===== config.mk =====
export PLATFORM = sky130hd
export DESIGN_NAME = infix_to_postfix_converter
export DESIGN_NICKNAME = d
export VERILOG_FILES = /design/src/design/itp_pkg.sv /design/src/design/infix_to_postfix_converter.sv /design/src/design/itp_ram.sv /design/src/design/itp_ctrl.sv /design/src/design/itp_datapath.sv
export VERILOG_INCLUDE_DIRS = /design/src /design/src/design
export SDC_FILE = /design/constraint.sdc
export NUM_CORES = 1
export LEC_CHECK = 0
export BUFFER_PORTS_ARGS = -buffer_cell sky130_fd_sc_hd__buf_2
export CAP_MARGIN = 5
export CORE_ASPECT_RATIO = 1.5
export CORE_UTILIZATION = 53
export DETAILED_ROUTE_END_ITERATION = 10
export PLACE_DENSITY_LB_ADDON = 0.2
export SETUP_SLACK_MARGIN = 0.02
export SLEW_MARGIN = 20
export SYNTH_ARGS = -nofsm -noshare
export SYNTH_HDL_FRONTEND = slang
export SYNTH_SLANG_ARGS = --single-unit
export TNS_END_PERCENT = 30

===== constraint.sdc =====
create_clock -name aclk -period 7.7 [get_ports aclk]
set_clock_uncertainty 0.1 [all_clocks]
set_input_delay 1.155 -clock aclk [delete_from_list [all_inputs] [get_ports aclk]]
set_output_delay 1.155 -clock aclk [all_outputs]
set_load 0.005 [all_outputs]

===== src/design/infix_to_postfix_converter_defines.svh =====
// ----------------------------------------------------------------------------
// Assertion macros for the infix to postfix converter
// Shared concurrent assertion forms, clocked and held off during reset.
// ----------------------------------------------------------------------------
`ifndef INFIX_TO_POSTFIX_CONVERTER_DEFINES_SVH
`define INFIX_TO_POSTFIX_CONVERTER_DEFINES_SVH

// The consequent must hold in the same cycle as the antecedent.
`define ITP_ASSERT_NOW(label, clk, rstn, ante, cons) \
    label: assert property (@(posedge clk) disable iff (!(rstn)) (ante) |-> (cons)) \
        else $error("itp assertion failed");

// The consequent must hold in the cycle after the antecedent.
`define ITP_ASSERT_NEXT(label, clk, rstn, ante, cons) \
    label: assert property (@(posedge clk) disable iff (!(rstn)) (ante) |=> (cons)) \
        else $error("itp assertion failed");

`endif


===== src/design/itp_pkg.sv =====
// ----------------------------------------------------------------------------
// itp_pkg
// Types, codes and the precedence rule shared by the converter modules.
// ----------------------------------------------------------------------------
package itp_pkg;

    // Token kinds on the input channel.
    localparam logic [1:0] MODE_NUM  = 2'd0;
    localparam logic [1:0] MODE_OP   = 2'd1;
    localparam logic [1:0] MODE_END  = 2'd2;
    localparam logic [1:0] MODE_RSVD = 2'd3;

    // Operator and parenthesis codes.
    localparam logic [2:0] OP_OPEN  = 3'd0;
    localparam logic [2:0] OP_POW   = 3'd1;
    localparam logic [2:0] OP_MUL   = 3'd2;
    localparam logic [2:0] OP_DIV   = 3'd3;
    localparam logic [2:0] OP_ADD   = 3'd4;
    localparam logic [2:0] OP_SUB   = 3'd5;
    localparam logic [2:0] OP_CLOSE = 3'd6;
    localparam logic [2:0] OP_RSVD  = 3'd7;

    // Result kinds.
    localparam logic [1:0] KIND_NUM  = 2'd0;
    localparam logic [1:0] KIND_OP   = 2'd1;
    localparam logic [1:0] KIND_DONE = 2'd2;
    localparam logic [1:0] KIND_ERR  = 2'd3;

    // Error codes.
    localparam logic [1:0] ERR_NONE     = 2'd0;
    localparam logic [1:0] ERR_PAREN    = 2'd1;
    localparam logic [1:0] ERR_OVERFLOW = 2'd2;

    localparam int unsigned OP_W  = 3;
    localparam int unsigned VAL_W = 32;

    // One input token.
    typedef struct packed {
        logic [1:0]       mode;
        logic [OP_W-1:0]  op_code;
        logic [VAL_W-1:0] number_value;
    } token_t;

    // One output result.
    typedef struct packed {
        logic [1:0]       out_kind;
        logic [OP_W-1:0]  out_op;
        logic [VAL_W-1:0] out_value;
        logic [1:0]       error_code;
        logic             last;
    } result_t;

    // Commands from the controller to the datapath.
    typedef struct packed {
        logic       tok_load;
        logic       rd_below;
        logic       pop;
        logic       push;
        logic       err_set;
        logic [1:0] err_code;
        logic       clear;
        logic       emit;
        logic [1:0] emit_kind;
        logic [1:0] emit_err;
        logic       emit_last;
    } itp_cmd_t;

    // Status from the datapath to the controller.
    typedef struct packed {
        logic [1:0]      tok_mode;
        logic [OP_W-1:0] tok_op;
        logic [1:0]      err_code;
        logic            count_zero;
        logic            count_one;
        logic            stack_full;
        logic            top_is_open;
        logic            pops_top;
        logic            below_is_open;
        logic            pops_below;
        logic            out_free;
    } itp_sts_t;

    // True when stacked operator top leaves the stack before incoming cur.
    function automatic logic pops_before(input logic [OP_W-1:0] top,
                                         input logic [OP_W-1:0] cur);
        logic res;
        res = 1'b0;
        if (top inside {OP_POW, OP_MUL, OP_DIV}) begin
            res = (cur inside {[OP_MUL:OP_CLOSE]});
        end else if (top inside {OP_ADD, OP_SUB}) begin
            res = (cur inside {[OP_ADD:OP_CLOSE]});
        end
        return res;
    endfunction

endpackage


===== src/design/infix_to_postfix_converter.sv =====
// ----------------------------------------------------------------------------
// infix_to_postfix_converter
// Shunting-yard converter from infix tokens to a postfix result stream.
// ----------------------------------------------------------------------------
// Usage: tokens arrive on the s_ channel (valid/ready), one per transaction:
// a number, an operator or parenthesis, or an end marker. Results leave on
// the m_ channel (valid/ready) in postfix order; the field last marks the
// final result caused by a token, and a token may cause none at all.
// Timing: a token is taken into the token register in ST_IDLE and decoded in
// the next cycle in ST_EXEC. Each operator popped off the stack passes through
// ST_EXEC and ST_POP, which waits for the registered read of the stack RAM
// that fetches the entry below the cached top.
// One token is worked on at a time; s_ready is high only between tokens.
// Results sit in an output register, so the next token may be taken while
// the last result still waits. If the receiver stalls, the converter waits
// with its next result and does not drop anything.
// Reset (aresetn low, synchronous) empties the stack, clears the error flag
// and the valid flag of the output register. Stack entries need no clearing.
// ----------------------------------------------------------------------------
module infix_to_postfix_converter
    import itp_pkg::*;
#(
    parameter int unsigned STACK_DEPTH = 32
) (
    input  logic    aclk,
    input  logic    aresetn,
    input  logic    s_valid,
    output logic    s_ready,
    input  token_t  s_data,
    output logic    m_valid,
    input  logic    m_ready,
    output result_t m_data
);

    itp_cmd_t cmd;
    itp_sts_t sts;

    // Controller.
    itp_ctrl u_ctrl (
        .aclk   (aclk),
        .aresetn(aresetn),
        .s_valid(s_valid),
        .s_ready(s_ready),
        .sts    (sts),
        .cmd    (cmd)
    );

    // Datapath.
    itp_datapath #(
        .STACK_DEPTH(STACK_DEPTH)
    ) u_datapath (
        .aclk   (aclk),
        .aresetn(aresetn),
        .s_data (s_data),
        .m_ready(m_ready),
        .m_valid(m_valid),
        .m_data (m_data),
        .cmd    (cmd),
        .sts    (sts)
    );

endmodule


===== src/design/itp_ram.sv =====
// ----------------------------------------------------------------------------
// itp_ram
// Simple dual-port RAM with one write port and a registered read port.
// ----------------------------------------------------------------------------
module itp_ram #(
    parameter int unsigned WIDTH = 3,
    parameter int unsigned DEPTH = 32
) (
    input  logic                     aclk,
    input  logic                     we,
    input  logic [$clog2(DEPTH)-1:0] waddr,
    input  logic [WIDTH-1:0]         wdata,
    input  logic                     re,
    input  logic [$clog2(DEPTH)-1:0] raddr,
    output logic [WIDTH-1:0]         rdata
);

    logic [WIDTH-1:0] mem [DEPTH];
    logic [WIDTH-1:0] rdata_reg;

    // Write port.
    always_ff @(posedge aclk) begin
        if (we) begin
            mem[waddr] <= wdata;
        end
    end

    // Registered read; the data holds until the next read.
    always_ff @(posedge aclk) begin
        if (re) begin
            rdata_reg <= mem[raddr];
        end
    end

    assign rdata = rdata_reg;

endmodule


===== src/design/itp_ctrl.sv =====
// ----------------------------------------------------------------------------
// itp_ctrl
// Controller state machine: decodes each token and sequences pops and pushes.
// ----------------------------------------------------------------------------
module itp_ctrl
    import itp_pkg::*;
(
    input  logic     aclk,
    input  logic     aresetn,
    input  logic     s_valid,
    output logic     s_ready,
    input  itp_sts_t sts,
    output itp_cmd_t cmd
);

    typedef enum logic [2:0] {
        ST_IDLE = 3'b001,
        ST_EXEC = 3'b010,
        ST_POP  = 3'b100
    } state_t;

    state_t state_reg, state_next;

    // State register.
    always_ff @(posedge aclk) begin
        if (!aresetn) begin
            state_reg <= ST_IDLE;
        end else begin
            state_reg <= state_next;
        end
    end

    // Next state and command decode.
    always_comb begin
        state_next = state_reg;
        cmd        = '0;
        s_ready    = 1'b0;
        case (state_reg)
            ST_IDLE: begin
                s_ready = 1'b1;
                if (s_valid) begin
                    cmd.tok_load = 1'b1;
                    state_next   = ST_EXEC;
                end
            end

            ST_EXEC: begin
                if (sts.tok_mode == MODE_END) begin
                    if (sts.err_code != ERR_NONE) begin
                        // A pending error is reported once and the state cleared.
                        if (sts.out_free) begin
                            cmd.emit      = 1'b1;
                            cmd.emit_kind = KIND_ERR;
                            cmd.emit_err  = sts.err_code;
                            cmd.emit_last = 1'b1;
                            cmd.clear     = 1'b1;
                            state_next    = ST_IDLE;
                        end
                    end else if (sts.count_zero) begin
                        if (sts.out_free) begin
                            cmd.emit      = 1'b1;
                            cmd.emit_kind = KIND_DONE;
                            cmd.emit_last = 1'b1;
                            cmd.clear     = 1'b1;
                            state_next    = ST_IDLE;
                        end
                    end else begin
                        cmd.rd_below = 1'b1;
                        state_next   = ST_POP;
                    end
                end else if (sts.err_code != ERR_NONE || sts.tok_mode == MODE_RSVD) begin
                    // Dropped after an error, or an unused token kind.
                    state_next = ST_IDLE;
                end else if (sts.tok_mode == MODE_NUM) begin
                    if (sts.out_free) begin
                        cmd.emit      = 1'b1;
                        cmd.emit_kind = KIND_NUM;
                        cmd.emit_last = 1'b1;
                        state_next    = ST_IDLE;
                    end
                end else if (sts.tok_op == OP_CLOSE) begin
                    if (sts.count_zero) begin
                        cmd.err_set  = 1'b1;
                        cmd.err_code = ERR_PAREN;
                        state_next   = ST_IDLE;
                    end else begin
                        cmd.rd_below = 1'b1;
                        state_next   = ST_POP;
                    end
                end else if (sts.tok_op == OP_RSVD) begin
                    state_next = ST_IDLE;
                end else if (!sts.count_zero && sts.tok_op != OP_OPEN && sts.pops_top) begin
                    cmd.rd_below = 1'b1;
                    state_next   = ST_POP;
                end else if (sts.stack_full) begin
                    cmd.err_set  = 1'b1;
                    cmd.err_code = ERR_OVERFLOW;
                    state_next   = ST_IDLE;
                end else begin
                    cmd.push   = 1'b1;
                    state_next = ST_IDLE;
                end
            end

            ST_POP: begin
                // The entry below the top is now in the RAM read register.
                if (sts.tok_mode == MODE_END) begin
                    if (sts.out_free) begin
                        cmd.emit = 1'b1;
                        if (sts.top_is_open) begin
                            cmd.emit_kind = KIND_ERR;
                            cmd.emit_err  = ERR_PAREN;
                            cmd.emit_last = 1'b1;
                            cmd.clear     = 1'b1;
                            state_next    = ST_IDLE;
                        end else begin
                            cmd.emit_kind = KIND_OP;
                            cmd.pop       = 1'b1;
                            state_next    = ST_EXEC;
                        end
                    end
                end else if (sts.tok_op == OP_CLOSE) begin
                    if (sts.top_is_open) begin
                        cmd.pop    = 1'b1;
                        state_next = ST_IDLE;
                    end else if (sts.out_free) begin
                        cmd.emit      = 1'b1;
                        cmd.emit_kind = KIND_OP;
                        cmd.emit_last = sts.count_one || sts.below_is_open;
                        cmd.pop       = 1'b1;
                        state_next    = ST_EXEC;
                    end
                end else if (sts.out_free) begin
                    cmd.emit      = 1'b1;
                    cmd.emit_kind = KIND_OP;
                    cmd.emit_last = sts.count_one || !sts.pops_below;
                    cmd.pop       = 1'b1;
                    state_next    = ST_EXEC;
                end
            end

            default: begin
                state_next = ST_IDLE;
            end
        endcase
    end

endmodule


===== src/design/itp_datapath.sv =====
// ----------------------------------------------------------------------------
// itp_datapath
// Token register, operator stack with cached top, error flag and result register.
// ----------------------------------------------------------------------------
`include "infix_to_postfix_converter_defines.svh"

module itp_datapath
    import itp_pkg::*;
#(
    parameter int unsigned STACK_DEPTH = 32
) (
    input  logic     aclk,
    input  logic     aresetn,
    input  token_t   s_data,
    input  logic     m_ready,
    output logic     m_valid,
    output result_t  m_data,
    input  itp_cmd_t cmd,
    output itp_sts_t sts
);

    localparam int unsigned CNT_W  = $clog2(STACK_DEPTH + 1);
    localparam int unsigned ADDR_W = $clog2(STACK_DEPTH);

    token_t            tok_reg;
    logic [CNT_W-1:0]  count_reg, count_next;
    logic [OP_W-1:0]   top_reg, top_next;
    logic [1:0]        err_reg, err_next;
    logic              out_valid_reg, out_valid_next;
    result_t           out_reg, out_next;
    logic [OP_W-1:0]   below_data;
    logic [CNT_W-1:0]  below_idx;
    logic              out_free;

    // Stack storage below the cached top.
    assign below_idx = count_reg - CNT_W'(2);

    itp_ram #(
        .WIDTH(OP_W),
        .DEPTH(STACK_DEPTH)
    ) u_stack_ram (
        .aclk (aclk),
        .we   (cmd.push),
        .waddr(count_reg[ADDR_W-1:0]),
        .wdata(tok_reg.op_code),
        .re   (cmd.rd_below),
        .raddr(below_idx[ADDR_W-1:0]),
        .rdata(below_data)
    );

    assign out_free = !out_valid_reg || m_ready;

    // Status back to the controller.
    always_comb begin
        sts               = '0;
        sts.tok_mode      = tok_reg.mode;
        sts.tok_op        = tok_reg.op_code;
        sts.err_code      = err_reg;
        sts.count_zero    = (count_reg == '0);
        sts.count_one     = (count_reg == CNT_W'(1));
        sts.stack_full    = (count_reg == CNT_W'(STACK_DEPTH));
        sts.top_is_open   = (top_reg == OP_OPEN);
        sts.pops_top      = pops_before(top_reg, tok_reg.op_code);
        sts.below_is_open = (below_data == OP_OPEN);
        sts.pops_below    = pops_before(below_data, tok_reg.op_code);
        sts.out_free      = out_free;
    end

    // Stack pointer, cached top and error flag.
    always_comb begin
        count_next = count_reg;
        top_next   = top_reg;
        err_next   = err_reg;
        if (cmd.pop) begin
            count_next = count_reg - CNT_W'(1);
            top_next   = below_data;
        end
        if (cmd.push) begin
            count_next = count_reg + CNT_W'(1);
            top_next   = tok_reg.op_code;
        end
        if (cmd.err_set) begin
            err_next = cmd.err_code;
        end
        if (cmd.clear) begin
            count_next = '0;
            err_next   = ERR_NONE;
        end
    end

    // Result register; loaded only when the previous transaction has left.
    always_comb begin
        out_valid_next = out_valid_reg;
        out_next       = out_reg;
        if (m_ready) begin
            out_valid_next = 1'b0;
        end
        if (cmd.emit) begin
            out_valid_next      = 1'b1;
            out_next.out_kind   = cmd.emit_kind;
            out_next.out_op     = (cmd.emit_kind == KIND_OP) ? top_reg : OP_OPEN;
            out_next.out_value  = (cmd.emit_kind == KIND_NUM) ? tok_reg.number_value
                                                              : '0;
            out_next.error_code = (cmd.emit_kind == KIND_ERR) ? cmd.emit_err : ERR_NONE;
            out_next.last       = cmd.emit_last;
        end
    end

    // Control registers.
    always_ff @(posedge aclk) begin
        if (!aresetn) begin
            count_reg     <= '0;
            err_reg       <= ERR_NONE;
            out_valid_reg <= 1'b0;
        end else begin
            count_reg     <= count_next;
            err_reg       <= err_next;
            out_valid_reg <= out_valid_next;
        end
    end

    // Payload registers.
    always_ff @(posedge aclk) begin
        top_reg <= top_next;
        out_reg <= out_next;
        if (cmd.tok_load) begin
            tok_reg <= s_data;
        end
    end

    assign m_valid = out_valid_reg;
    assign m_data  = out_reg;

    // Checks on the stack and result register.
    `ITP_ASSERT_NOW(a_count_bound, aclk, aresetn, 1'b1, count_reg <= CNT_W'(STACK_DEPTH))
    `ITP_ASSERT_NOW(a_pop_nonempty, aclk, aresetn, cmd.pop, count_reg != '0)
    `ITP_ASSERT_NOW(a_push_room, aclk, aresetn, cmd.push, !cmd.pop && !sts.stack_full)
    `ITP_ASSERT_NOW(a_emit_free, aclk, aresetn, cmd.emit, out_free)
    `ITP_ASSERT_NEXT(a_err_code, aclk, aresetn, cmd.emit && cmd.emit_kind == KIND_ERR,
                     m_data.error_code != ERR_NONE)

endmodule


==> metrics.csv <==
metric,value,unit
place_ws,4150,ps
final_period_minus_worst_setup_slack,3530,ps
synth-adder-area-share,1.29,%
synth_top_family_by_area,simple AND/OR/NAND/NOR gates,
synthCells,469,
mappedNetlistNets,518,
die_x,101,um
layout_worst_path_cycle_share,45.8,%
ys_seq_area_share,72.3,%
worst-endpoint-required,7680,ps
antenna_found_initial,0,
path_cells,inv_1 > ha_1 > nand2_1 > o2111ai_1 > a21oi_4 > nand2_1 > nor3_1,
max-vdd-ir-drop,0.153,mV
synthFlopType,sky130_fd_sc_hd__edfxtp_1,
clock_path_buffers,2,
dpl.hpwl,9790,um
ys_top_cells_by_area,"sky130_fd_sc_hd__edfxtp_1 (69%), sky130_fd_sc_hd__mux4_2 (8.7%), sky130_fd_sc_hd__dfxtp_1 (3.1%), sky130_fd_sc_hd__and2_1 (2.8%), sky130_fd_sc_hd__nor2_1 (2.3%)",
num-nets-final,607,
port-buffer-count,82,
drt_iter0_markers,185,
overall_routing_resource_usage,20.9,%
slew_at_the_pin_with_the_worst_max_slew_slack,975,ps
n_antenna_cell,0,
worstSetupStartpointType,flip-flop,
wirelength,14500,um
arrival,3510,ps
gp_congestion,0.853,
drt_drc_violations_left,0,
detailedRoute.firstPassIterationCount,4,
numCtsBuffers,17,
timing.critical_path.mode_cell,sky130_fd_sc_hd__nand2_1,
run_status,completed,
synth_mux_area_share,9.56,%
die_y,150,um
clock_insertion_delay_worst_skew,420,ps
synth_compound_area_share,4.74,%
avgSynthCellArea,16.6,um^2
syn-cell-area,7760,um^2
finalHoldViolCount,0,
synth_async_sr_flop_share,0,%
largest_register_ff_count,96,
power.density_cell_area,232,nW/um^2
grt_start_max_net_pins,42,
setup.worst_path.start,u_datapath.count_reg[0],
die_outline_area,15100,um^2
grt_setup_unrepaired,no,
criticalPathCategory,flip-flop to flip-flop,
setup_total_negative_slack,0,ps
timing.final.max_slew_violations,0,
max-cap-violations,0,
post_synth_num_cell_types,55,
row_count,53,
clock_sinks,191,
clockRootBuffer,sky130_fd_sc_hd__clkbuf_16,
hold_path_startpoint,u_datapath.tok_reg[22],
number_of_placed_i_o_pins,83,
final_common_cell,sky130_fd_sc_hd__edfxtp_1,
post-synth-top-area-cell,sky130_fd_sc_hd__edfxtp_1,
route.antenna.remaining_nets,0,
final_setup_violation_count,0,
vias,4258,
timing.final.ws_setup,4170,ps
yosysTopAreaCellShare,69.2,%
final_layout_size_suffix_gt1_share,28.5,%
worstPathBufferInverterCount,1,
regToRegStartpoint,u_datapath.count_reg[0],
synth-warning-count,0,
core-area,14200,um^2
leakage,2.99,nW
clk_pin_slew,70,ps
post_drt_via_cell_ratio,5.58,
synth_simple_gate_area_share,10.2,%
cts_tree,yes,
grt_pass1_vias,4388,
min_path_type,flip-flop to flip-flop,
final_core_util,63.1,%
cpMaxStageDelayCell,sky130_fd_sc_hd__dfxtp_2,
wire_per_inst,19.0,um
number_of_resized_instances_in_the_post_cts_repair_step,0,
most-common-layout-cells,"sky130_fd_sc_hd__edfxtp_1 (179), sky130_fd_sc_hd__buf_2 (82), sky130_fd_sc_hd__nor2_1 (47)",
initial_core_util,54.7,%
cts_setup_buffers,0,
htreeDepth,4,
path_delay_family,flip-flops,
ys_seq_elements,191,
post_cts_hold_buffer_count,0,
max_stage_delay,970,ps
max-slew-margin-rel,35.0,%
synth_xor_xnor_area_share,0.451,%
synth_enable_flop_cells,179,
grt_overflow_total,0,
fill_cells,1050,
cp-end-kind,flip-flop,
achievable-frequency,283,MHz
area_growth_syn_to_layout,15.3,%
crit_fanout,29,
global_route_wire_length_before_repair,22900,um
metrics by stage:
step                cells  power [W]  instance area, um^2  hold slack (ps)
floorplan             469    0.00123                 7760              379
global placement      731    0.00126                 8380              400
detailed placement    731    0.00126                 8380              405
CTS                   763    0.00210                 8950              420
global route          763    0.00215                 8950              437
finish                763    0.00208                 8950              418
Yosys cell counts, types with 3 or more instances:
| cell | count |
|---|---|
| sky130_fd_sc_hd__and3_1 | 6 |
| sky130_fd_sc_hd__buf_1 | 3 |
| sky130_fd_sc_hd__edfxtp_1 | 179 |
| sky130_fd_sc_hd__or2_2 | 4 |
| sky130_fd_sc_hd__ha_1 | 8 |
| sky130_fd_sc_hd__nand3_1 | 5 |
| sky130_fd_sc_hd__o21a_1 | 3 |
| sky130_fd_sc_hd__mux4_2 | 30 |
| sky130_fd_sc_hd__dfxtp_1 | 12 |
| sky130_fd_sc_hd__a22oi_1 | 3 |
| sky130_fd_sc_hd__clkbuf_1 | 8 |
| sky130_fd_sc_hd__o21ai_0 | 6 |
| sky130_fd_sc_hd__o211ai_1 | 3 |
| sky130_fd_sc_hd__nand2b_1 | 7 |
| sky130_fd_sc_hd__nand2_1 | 23 |
| sky130_fd_sc_hd__a21oi_1 | 10 |
| sky130_fd_sc_hd__or3_1 | 6 |
| sky130_fd_sc_hd__mux2_2 | 5 |
| sky130_fd_sc_hd__a31oi_1 | 3 |
| sky130_fd_sc_hd__inv_1 | 9 |
| sky130_fd_sc_hd__buf_2 | 5 |
| sky130_fd_sc_hd__nor3_1 | 9 |
| sky130_fd_sc_hd__and2_1 | 35 |
| sky130_fd_sc_hd__nor2_1 | 47 |
worst paths after layout:
check	to	slack [ps]	cells past startpoint
min	u_datapath.m_data[25]	420	1
max	u_datapath.u_stack_ram.mem[12][0]	4170	7
min reg2reg	u_datapath.m_data[25]	420	1
max reg2reg	u_datapath.u_stack_ram.mem[12][0]	4170	7
routing by layer:
layer | vias up | GRT usage [%] | part of all wire (%)
li1 | 1982 | - | -
met1 | 2102 | 23.2 | 38
met2 | 146 | 37.3 | 54
met3 | 28 | 5.01 | 4.6
met4 | 0 | 10.0 | 2.8
met5 | - | 0 | 0
kinds of logic after synthesis:
logic type	Yosys count
AO/OA/AOI/OAI	49
XOR/XNOR	4
adder cells (fa/ha/maj)	8
buffers and inverters	27
flip-flops	191
multiplexers	36
AND/OR/NAND/NOR	154
report_power, final:
group	internal (W)	leakage (nW)	switching [W]
Combinational	0.0000262	0.992	0.0000423
Clock	0.000479	0.266	0.000364
Sequential	0.00116	1.73	0.00000725
Total	0.00167	2.99	0.000413
worst reg2reg max path, delay by kind of cell, from the launching register on:
kind	cells	cell delay (ps)
compound gates	2	590
flops	1	970
buf+inv	1	260
fa+ha+maj	1	300
simple gates	3	960
final cells by class:
cell class | count | area [um^2] | share of cell area [%]
inverter | 9 | 33.8 | 0.377
clock buffer | 19 | 433 | 4.84
tap | 192 | 240 | 2.68
timing repair buffer | 88 | 455 | 5.09
sequential | 191 | 5620 | 62.7
multi-input combinational | 251 | 2030 | 22.7
clock inverter | 13 | 138 | 1.54
No activity file was read; power rests on OpenSTA's default activity.
